--- src/rtl/core/tse_pkg.sv ---
`timescale 1ns / 1ps
// ----------------------------------------------------------------------------
// tse_pkg
// request and result types, row update codes for the topological sort engine
// ----------------------------------------------------------------------------
package tse_pkg;

  // widest vertex index a row update can carry (64 vertices)
  localparam int unsigned MAX_IDW = 6;

  typedef struct packed {
    logic [4:0] vertex;
    logic [4:0] dep_vertex;
    logic       has_dep;
    logic       last;
  } in_item_t;

  typedef struct packed {
    logic [4:0] sorted_vertex;
    logic       loop_error;
    logic       final_res;
  } out_item_t;

  // row update codes
  localparam logic ROW_SET = 1'b0;
  localparam logic ROW_CLR = 1'b1;

  typedef struct packed {
    logic               code;
    logic [MAX_IDW-1:0] idx;
  } row_op_t;

  typedef struct packed {
    logic hit;   // addressed bit was set before the update
    logic zero;  // row is empty after the update
  } row_stat_t;

endpackage

--- src/rtl/core/tse_row_unit.sv ---
`timescale 1ns / 1ps
// ----------------------------------------------------------------------------
// tse_row_unit
// shared row update: sets or clears one dependency bit and flags the result
// ----------------------------------------------------------------------------
module tse_row_unit #(
  parameter int unsigned NUM_VERTICES = 32
) (
  input  logic [NUM_VERTICES-1:0] row_in,
  input  tse_pkg::row_op_t        op,
  output logic [NUM_VERTICES-1:0] row_out,
  output tse_pkg::row_stat_t      stat
);
  import tse_pkg::*;

  localparam int unsigned IDW = (NUM_VERTICES > 1) ? $clog2(NUM_VERTICES) : 1;

  logic [NUM_VERTICES-1:0] mask;

  always_comb begin
    mask = '0;
    mask[op.idx[IDW-1:0]] = 1'b1;
    unique case (op.code)
      ROW_SET: row_out = row_in | mask;
      ROW_CLR: row_out = row_in & ~mask;
      default: row_out = row_in;
    endcase
    stat.hit  = |(row_in & mask);
    stat.zero = ~|row_out;
  end

endmodule

--- src/rtl/core/topological_sort_engine_top.sv ---
`timescale 1ns / 1ps
// ----------------------------------------------------------------------------
// topological_sort_engine_top
// loads a dependency graph one request at a time, then runs a kahn sort and
// streams the vertex order, or a single loop error result
// ----------------------------------------------------------------------------
//
//  channel | ports                       | direction | payload
//  --------+-----------------------------+-----------+--------------------------
//  in      | in_valid, in_stall, in_data | into core | vertex, dep_vertex,
//          |                             |           | has_dep, last
//  out     | out_valid, out_stall,       | from core | sorted_vertex, loop_error,
//          | out_data                    |           | final_res
//
//  each loaded request is a row read, then a row write to the matrix
//  after the last request the sort first seeds the queue with one pass over
//  all vertices, then for each queued vertex scans the rows and updates each
//  row that still has bits set, and last reads each result from the queue
//  reset is synchronous, active low; it clears flags and pointers, the
//  matrix rows read as zero until written since each row has a nonzero flag
//  in_stall is high while a request is written and from the last one until the
//  results are queued; out_stall holds the output register; the core waits
//  before each result
module topological_sort_engine_top #(
  parameter int unsigned NUM_VERTICES = 32
) (
  input  logic               clk,
  input  logic               rst_n,
  input  logic               in_valid,
  output logic               in_stall,
  input  tse_pkg::in_item_t  in_data,
  output logic               out_valid,
  input  logic               out_stall,
  output tse_pkg::out_item_t out_data
);
  import tse_pkg::*;

  localparam int unsigned IDW = (NUM_VERTICES > 1) ? $clog2(NUM_VERTICES) : 1;
  localparam int unsigned CW  = $clog2(NUM_VERTICES + 1);
  localparam logic [IDW-1:0] LAST_IDX = IDW'(NUM_VERTICES - 1);

  // sequencer states
  localparam logic [3:0] ST_IDLE     = 4'd0;
  localparam logic [3:0] ST_LOAD_WR  = 4'd1;
  localparam logic [3:0] ST_SEED     = 4'd2;
  localparam logic [3:0] ST_PROC_HD  = 4'd3;
  localparam logic [3:0] ST_PROC_X   = 4'd4;
  localparam logic [3:0] ST_PROC_RD  = 4'd5;
  localparam logic [3:0] ST_PROC_WR  = 4'd6;
  localparam logic [3:0] ST_CHECK    = 4'd7;
  localparam logic [3:0] ST_OUT_RD   = 4'd8;
  localparam logic [3:0] ST_OUT_WR   = 4'd9;
  localparam logic [3:0] ST_ERR      = 4'd10;
  localparam logic [3:0] ST_DONE     = 4'd11;

  logic [3:0] state_r, state_nxt;

  in_item_t item_r, item_nxt;

  // per-vertex flags
  logic [NUM_VERTICES-1:0] declared_r, declared_nxt;
  logic [NUM_VERTICES-1:0] blocked_r, blocked_nxt;
  logic [NUM_VERTICES-1:0] row_nz_r, row_nz_nxt;

  logic [IDW-1:0] idx_r, idx_nxt;
  logic [IDW-1:0] x_r, x_nxt;
  logic [CW-1:0]  head_r, head_nxt;
  logic [CW-1:0]  tail_r, tail_nxt;

  logic      out_valid_r, out_valid_nxt;
  out_item_t out_data_r, out_data_nxt;

  // dependency matrix, one row per vertex
  logic [NUM_VERTICES-1:0] row_mem [NUM_VERTICES];
  logic [NUM_VERTICES-1:0] row_rd_r;
  logic                    row_nz_rd_r;
  logic [IDW-1:0]          row_raddr;
  logic [IDW-1:0]          row_waddr;
  logic                    row_we;

  // order queue
  logic [IDW-1:0] q_mem [NUM_VERTICES];
  logic [IDW-1:0] q_rd_r;
  logic [IDW-1:0] q_raddr;
  logic [IDW-1:0] q_waddr;
  logic [IDW-1:0] q_wdata;
  logic           q_we;

  // shared row unit
  logic [NUM_VERTICES-1:0] row_eff;
  logic [NUM_VERTICES-1:0] row_new;
  row_op_t                 row_op;
  row_stat_t               row_stat;

  logic [IDW-1:0] v_idx;
  logic           v_ok;
  logic           d_ok;
  logic           slot_free;
  logic           last_out;

  // a row without its nonzero flag reads as empty
  assign row_eff = row_nz_rd_r ? row_rd_r : '0;

  tse_row_unit #(
    .NUM_VERTICES (NUM_VERTICES)
  ) u_row_unit (
    .row_in  (row_eff),
    .op      (row_op),
    .row_out (row_new),
    .stat    (row_stat)
  );

  assign v_idx     = IDW'(item_r.vertex);
  assign v_ok      = 8'(item_r.vertex) < 8'(NUM_VERTICES);
  assign d_ok      = 8'(item_r.dep_vertex) < 8'(NUM_VERTICES);
  assign slot_free = !out_valid_r || !out_stall;
  assign last_out  = (CW'(idx_r) + CW'(1)) == tail_r;

  always_comb begin
    state_nxt     = state_r;
    item_nxt      = item_r;
    declared_nxt  = declared_r;
    blocked_nxt   = blocked_r;
    row_nz_nxt    = row_nz_r;
    idx_nxt       = idx_r;
    x_nxt         = x_r;
    head_nxt      = head_r;
    tail_nxt      = tail_r;
    out_valid_nxt = out_valid_r && out_stall;
    out_data_nxt  = out_data_r;

    row_raddr = idx_r;
    row_waddr = idx_r;
    row_we    = 1'b0;
    q_raddr   = head_r[IDW-1:0];
    q_waddr   = tail_r[IDW-1:0];
    q_wdata   = idx_r;
    q_we      = 1'b0;

    row_op.code = ROW_CLR;
    row_op.idx  = MAX_IDW'(x_r);

    unique case (state_r)
      ST_IDLE: begin
        // look up the row of the incoming vertex straight away
        row_raddr = IDW'(in_data.vertex);
        if (in_valid) begin
          item_nxt  = in_data;
          state_nxt = ST_LOAD_WR;
        end
      end

      ST_LOAD_WR: begin
        row_op.code = ROW_SET;
        row_op.idx  = MAX_IDW'(item_r.dep_vertex);
        row_waddr   = v_idx;
        if (v_ok) begin
          declared_nxt[v_idx] = 1'b1;
          if (item_r.has_dep) begin
            if (d_ok) begin
              row_we            = 1'b1;
              row_nz_nxt[v_idx] = 1'b1;
            end else begin
              // dependency on an id that can never be declared
              blocked_nxt[v_idx] = 1'b1;
            end
          end
        end
        if (item_r.last) begin
          idx_nxt   = '0;
          head_nxt  = '0;
          tail_nxt  = '0;
          state_nxt = ST_SEED;
        end else begin
          state_nxt = ST_IDLE;
        end
      end

      ST_SEED: begin
        // queue every declared vertex that is free, ascending id
        if (declared_r[idx_r] && !row_nz_r[idx_r] && !blocked_r[idx_r]) begin
          q_we     = 1'b1;
          tail_nxt = tail_r + CW'(1);
        end
        if (idx_r == LAST_IDX) begin
          idx_nxt   = '0;
          state_nxt = ST_PROC_HD;
        end else begin
          idx_nxt = idx_r + IDW'(1);
        end
      end

      ST_PROC_HD: begin
        if (head_r == tail_r) begin
          state_nxt = ST_CHECK;
        end else begin
          head_nxt  = head_r + CW'(1);
          state_nxt = ST_PROC_X;
        end
      end

      ST_PROC_X: begin
        x_nxt     = q_rd_r;
        idx_nxt   = '0;
        state_nxt = ST_PROC_RD;
      end

      ST_PROC_RD: begin
        // only rows that still hold a dependency need the matrix
        if (declared_r[idx_r] && row_nz_r[idx_r]) begin
          state_nxt = ST_PROC_WR;
        end else if (idx_r == LAST_IDX) begin
          state_nxt = ST_PROC_HD;
        end else begin
          idx_nxt = idx_r + IDW'(1);
        end
      end

      ST_PROC_WR: begin
        if (row_stat.hit) begin
          row_we             = 1'b1;
          row_nz_nxt[idx_r]  = !row_stat.zero;
          if (row_stat.zero && !blocked_r[idx_r]) begin
            q_we     = 1'b1;
            tail_nxt = tail_r + CW'(1);
          end
        end
        if (idx_r == LAST_IDX) begin
          state_nxt = ST_PROC_HD;
        end else begin
          idx_nxt   = idx_r + IDW'(1);
          state_nxt = ST_PROC_RD;
        end
      end

      ST_CHECK: begin
        idx_nxt = '0;
        if (|(declared_r & (row_nz_r | blocked_r))) begin
          state_nxt = ST_ERR;
        end else if (tail_r == '0) begin
          state_nxt = ST_DONE;
        end else begin
          state_nxt = ST_OUT_RD;
        end
      end

      ST_OUT_RD: begin
        q_raddr = idx_r;
        if (slot_free) begin
          state_nxt = ST_OUT_WR;
        end
      end

      ST_OUT_WR: begin
        out_valid_nxt              = 1'b1;
        out_data_nxt.sorted_vertex = 5'(q_rd_r);
        out_data_nxt.loop_error    = 1'b0;
        out_data_nxt.final_res     = last_out;
        if (last_out) begin
          state_nxt = ST_DONE;
        end else begin
          idx_nxt   = idx_r + IDW'(1);
          state_nxt = ST_OUT_RD;
        end
      end

      ST_ERR: begin
        if (slot_free) begin
          out_valid_nxt              = 1'b1;
          out_data_nxt.sorted_vertex = '0;
          out_data_nxt.loop_error    = 1'b1;
          out_data_nxt.final_res     = 1'b1;
          state_nxt                  = ST_DONE;
        end
      end

      ST_DONE: begin
        // drop the graph; stale matrix rows are hidden by the nonzero flags
        declared_nxt = '0;
        blocked_nxt  = '0;
        row_nz_nxt   = '0;
        head_nxt     = '0;
        tail_nxt     = '0;
        state_nxt    = ST_IDLE;
      end

      default: begin
        state_nxt = ST_IDLE;
      end
    endcase
  end

  always_ff @(posedge clk) begin
    if (!rst_n) begin
      state_r     <= ST_IDLE;
      declared_r  <= '0;
      blocked_r   <= '0;
      row_nz_r    <= '0;
      idx_r       <= '0;
      head_r      <= '0;
      tail_r      <= '0;
      out_valid_r <= 1'b0;
    end else begin
      state_r     <= state_nxt;
      declared_r  <= declared_nxt;
      blocked_r   <= blocked_nxt;
      row_nz_r    <= row_nz_nxt;
      idx_r       <= idx_nxt;
      head_r      <= head_nxt;
      tail_r      <= tail_nxt;
      out_valid_r <= out_valid_nxt;
    end
  end

  // payload registers
  always_ff @(posedge clk) begin
    item_r      <= item_nxt;
    x_r         <= x_nxt;
    out_data_r  <= out_data_nxt;
    row_nz_rd_r <= row_nz_r[row_raddr];
  end

  // matrix memory
  always_ff @(posedge clk) begin
    if (row_we) begin
      row_mem[row_waddr] <= row_new;
    end
    row_rd_r <= row_mem[row_raddr];
  end

  // queue memory
  always_ff @(posedge clk) begin
    if (q_we) begin
      q_mem[q_waddr] <= q_wdata;
    end
    q_rd_r <= q_mem[q_raddr];
  end

  assign in_stall  = (state_r != ST_IDLE);
  assign out_valid = out_valid_r;
  assign out_data  = out_data_r;

  // queue pointers stay ordered and bounded
  a_head_le_tail : assert property (@(posedge clk) disable iff (!rst_n)
    head_r <= tail_r)
    else $error("queue head passed tail");

  a_tail_bound : assert property (@(posedge clk) disable iff (!rst_n)
    tail_r <= CW'(NUM_VERTICES))
    else $error("queue tail beyond vertex count");

  // a new result only comes from the two result states
  a_result_src : assert property (@(posedge clk) disable iff (!rst_n)
    (out_valid_nxt && !(out_valid_r && out_stall)) |->
      (state_r == ST_OUT_WR || state_r == ST_ERR))
    else $error("result loaded outside a result state");

  // an error result always closes the run
  a_err_final : assert property (@(posedge clk) disable iff (!rst_n)
    (out_valid && out_data.loop_error) |-> out_data.final_res)
    else $error("loop error result without final mark");

endmodule
--- config.mk ---
export PLATFORM = sky130hd
export DESIGN_NAME = topological_sort_engine_top
export DESIGN_NICKNAME = d
export VERILOG_FILES = /design/src/rtl/core/tse_pkg.sv /design/src/rtl/core/tse_row_unit.sv /design/src/rtl/core/topological_sort_engine_top.sv
export SDC_FILE = /design/constraint.sdc
export NUM_CORES = 2
export LEC_CHECK = 0
export ABC_AREA = 1
export BUFFER_PORTS_ARGS = -buffer_cell sky130_fd_sc_hd__buf_4
export CAP_MARGIN = 10
export CORE_ASPECT_RATIO = 2
export CORE_MARGIN = 1.5
export CORE_UTILIZATION = 43
export CTS_CLUSTER_DIAMETER = 40
export DETAILED_ROUTE_END_ITERATION = 6
export GPL_ROUTABILITY_DRIVEN = 0
export PLACE_DENSITY = 0.6
export SYNTH_ARGS = -nofsm -noshare
export SYNTH_HDL_FRONTEND = slang
export SYNTH_SLANG_ARGS = --single-unit
--- constraint.sdc ---
create_clock -name clk -period 4.1 [get_ports clk]
set_clock_uncertainty 0.1 [all_clocks]
set_input_delay 0.41 -clock clk [delete_from_list [all_inputs] [get_ports clk]]
set_output_delay 0.41 -clock clk [all_outputs]
set_load 0.005 [all_outputs]
==> flow_summary.json <==
{
  "outcome": "complete, but fails checks",
  "violations": "design-rule violations, negative setup slack",
  "min_period_ns": 4.12,
  "finalWirelength_mm": 172,
  "cts_tree": "yes",
  "async_flop_share": 0,
  "dp.cells": 6346,
  "core_area_um2": 128000,
  "post-place-ws_ns": 0.00396,
  "cp_max_fo": 23,
  "die_h_um": 510,
  "critPathMostFrequentCell": "nand2_1",
  "crit_arrival_ns": 4.38,
  "final_nets": 4821,
  "multiInputGateArea_um2": 15100,
  "drv_cap": 0,
  "r2r_slack_ns": -0.02,
  "setup_ws_ns": -0.0200,
  "fmax_mhz": 243,
  "wl_met2_mm": 93.2,
  "num_io_pins": 25,
  "regArea_um2": 38800,
  "grt_max_degree": 104,
  "hold_depth": 2,
  "synth-compound-area-share": 0.145,
  "synth_top_family_by_area": "compound AO/OA/AOI/OAI gates",
  "io_buffers": 24,
  "hp-class": "input pin to flip-flop",
  "setup_viol": 15,
  "grt_antenna_before_repair": 2,
  "num_vias": 39300,
  "num-fill-cells": 11300,
  "clkTransAtPathRegs_ns": 0.07,
  "r2r-start": "state_r[0]$_SDFFE_PN0P_",
  "worst_setup_path_start_kind": "flip-flop",
  "reg2reg_to": "row_mem[0][14]$_DFFE_PP_",
  "grt_pass1_vias": 38600,
  "rsz0062_at_grt": "yes",
  "cts_made_buffers": 112,
  "initial_core_util": 0.433,
  "synth.distinct_cells": 49,
  "root_buffer": "clkbuf_16",
  "wirelength_met1_mm": 58.8,
  "top_layer": "met4",
  "grt-ovfl-total": 0,
  "power_density_nw_per_um2": 597,
  "row_count": 186,
  "min-delay-start": "in_data[1]",
  "fp.dieW_um": 257,
  "worstSetupPathType": "flip-flop to flip-flop",
  "cts_max_level": 3,
  "cp_slowest_cell": "nor2_2",
  "synthCells": 4790,
  "syn_to_final_growth_pct": 12.8,
  "rr_worst_depth": 17,
  "routedWlPerCell_um": 26.2,
  "synth_warnings": 0,
  "worstPathCellList": "inv_2 -> nor2_4 -> nand2_4 -> o21ai_2 -> nand2_2 -> nor2_1 -> nand2_1 -> nand2_1 -> nor2_1 -> nand2_1 -> nor2_1 -> nand2_1 -> nand2_1 -> nand2_1 -> nand3_1 -> buf_4 -> nor2_2",
  "yosys_register_bits": 1332,
  "stdcell_count": 6584,
  "slew_violations": 0,
  "wl_met3_mm": 9.12,
  "crit_required_ns": 4.36,
  "route.detailed.drc": 5,
  "ir_drop_mv": 0.380,
  "slew_headroom": 0.199,
  "drive_above_1_share": 0.0933,
  "clock-sinks": 1332,
  "cpPeakStageDelay_ns": 0.95,
  "via_per_inst": 5.97,
  "clock_latency_ns": 0.75,
  "synth_edf_count": 1208,
  "synthMuxAreaShare": 0,
  "finalCritPeriodShare": 1.00,
  "synth-simple-area-share": 0.116,
  "cts_buffer_depth": 3,
  "drt-initial-drc-count": 3826,
  "synthAdderAreaFrac": 0.00226,
  "seq_area_frac_synth": 0.700,
  "synth_nets": 4816,
  "p_leak_nw": 20.6,
  "place_hpwl_mm": 106,
  "drtAntennaViolNets": 0,
  "drtPass1Iterations": 7,
  "syn-cell-area_um2": 55400,
  "synth_flop_cell": "edfxtp_1",
  "cp-end-kind": "flip-flop",
  "synth.avg_cell_area_um2": 11.6,
  "grt_pass1_wl_mm": 247,
  "hold_viol": 0,
  "tightest_slew_ns": 1.20,
  "grt_use_total": 0.253,
  "synth_xor_area_frac": 0.00158,
  "die_area_um2": 131000,
  "whs_endpoint": "item_r[1]$_DFFE_PP_"
}
-- cell usage after synthesis (4+ instances only) --
cell type     n  share of area
ha_1         10         0.0023
o21ai_1      12         0.0011
nor2_2       10         0.0011
nand2_1     349          0.024
o2111ai_1     4        0.00063
buf_2         9        0.00081
xnor2_1       4        0.00063
nand2_4       8         0.0016
o21ai_0     800          0.072
dfxtp_1     124          0.045
nand3_2       6         0.0011
buf_1         7        0.00047
nand2_2      10         0.0011
inv_1       178          0.012
o221ai_1    208          0.033
edfxtp_1   1208           0.66
nand3_1     174          0.016
o211ai_1     49         0.0066
nand4_1       9         0.0010
nor2_1      979          0.066
o22ai_1     103          0.012
o21a_1       17         0.0023
nor3_1       10        0.00090
xor2_1        6        0.00095
nor2_4        4        0.00081
clkbuf_1    294          0.020
a21oi_1     102         0.0092
a31oi_1      56         0.0063
buf_6         5         0.0010
-- cells by family after synthesis --
family | after synthesis
buf+inv | 500
compound gates | 1363
simple gates | 1575
xor+xnor | 10
fa+ha+maj | 10
flops | 1332
-- registers in the layout, summed over array words and instances, names as in the netlist --
signal	count
x_r	5
item_r	7
v_idx	5
q_rd_r	5
tail_r	6
declared_r	32
idx_r	5
state_r	4
row_rd_r	32
out_valid	1
head_r	6
row_nz_rd_r	1
row_nz_r	32
out_data	7
row_mem	1024
q_mem	160
-- where the power goes --
part | leakage, nW | internal, mW | switching [mW]
Combinational | 6.75 | 2.08 | 7.04
Clock | 1.82 | 5.93 | 5.14
Sequential | 12.1 | 16.8 | 0.312
-- how the worst max path moves through the flow --
| stage | cells past startpoint | slack, ns | start | end |
|---|---|---|---|---|
| 5_1_grt | 17 | -0.28 | state_r[0]$_SDFFE_PN0P_ | row_mem[8][23]$_DFFE_PP_ |
| 2_1_floorplan | 19 | 0.17 | state_r[3]$_SDFFE_PN0P_ | row_mem[0][0]$_DFFE_PP_ |
| 3_5_place_dp | 17 | 0.004 | state_r[0]$_SDFFE_PN0P_ | row_mem[0][31]$_DFFE_PP_ |
| 4_1_cts | 17 | 0.01 | state_r[0]$_SDFFE_PN0P_ | row_mem[24][27]$_DFFE_PP_ |
| 3_3_place_gp | 17 | 0.03 | state_r[3]$_SDFFE_PN0P_ | row_mem[0][3]$_DFFE_PP_ |
| 6_report | 17 | -0.02 | state_r[0]$_SDFFE_PN0P_ | row_mem[0][14]$_DFFE_PP_ |
-- routing by layer --
layer,global-route usage,vias to the layer above
met1,0.270,19600
met2,0.481,1717
met4,0.141,0
li1,-,17500
met5,0,-
met3,0.0282,525
-- repair_timing --
| item | in CTS | in global routing |
|---|---|---|
| hold buffers | 15 | 0 |
| endpoints found under the setup margin | 3 | 412 |
| pin swaps | 1 | 7 |
| setup buffers | 0 | 1 |
| cloned | 1 | 10 |
| endpoints found under the hold margin | 15 | 0 |
| resized for setup | 0 | 10 |
-- layout make-up --
type | instances | area share
timing repair buffer | 197 | 0.0323
multi-input combinational | 2969 | 0.242
antenna | 2 | 0.0000801
tap | 1692 | 0.0339
inverter | 183 | 0.0113
clock inverter | 74 | 0.0135
clock buffer | 135 | 0.0467
sequential | 1332 | 0.620
-- stage by stage --
stage | total power [mW] | area [um2] | TNS, ns | hold slack (ns) | utilization
after CTS | 37.3 | 62300 | 0 | 0.273 | 0.487
final | 37.3 | 62500 | -0.129 | 0.293 | 0.488
after global placement | 26.3 | 58400 | 0 | 0.363 | 0.456
after global routing | 38.5 | 62500 | -20.72 | 0.293 | 0.488
after detailed placement | 26.4 | 58400 | 0 | 0.370 | 0.456
after floorplan | 22.1 | 55400 | 0 | 0.308 | -
-- placed cells by master (no fill, tap or decap), types with 20 or more instances in the layout --
cell type	n
edfxtp_1	1208
nor2_1	947
o21ai_0	798
nand2_1	347
o221ai_1	208
inv_1	174
nand3_1	174
buf_4	141
dfxtp_1	122
clkbuf_16	112
o22ai_1	103
a21oi_1	102
a31oi_1	56
o211ai_1	49
nor2_4	46
buf_12	40
clkinv_1	24
clkbuf_1	20
-- critical path: cells and delay by family (launching register included) --
family                 cells  cell delay, ns
AO/OA/AOI/OAI              1            0.25
buffers and inverters      2            0.34
flip-flops                 1            0.39
AND/OR/NAND/NOR           14            2.62
Power figures use the tool's default switching activity.
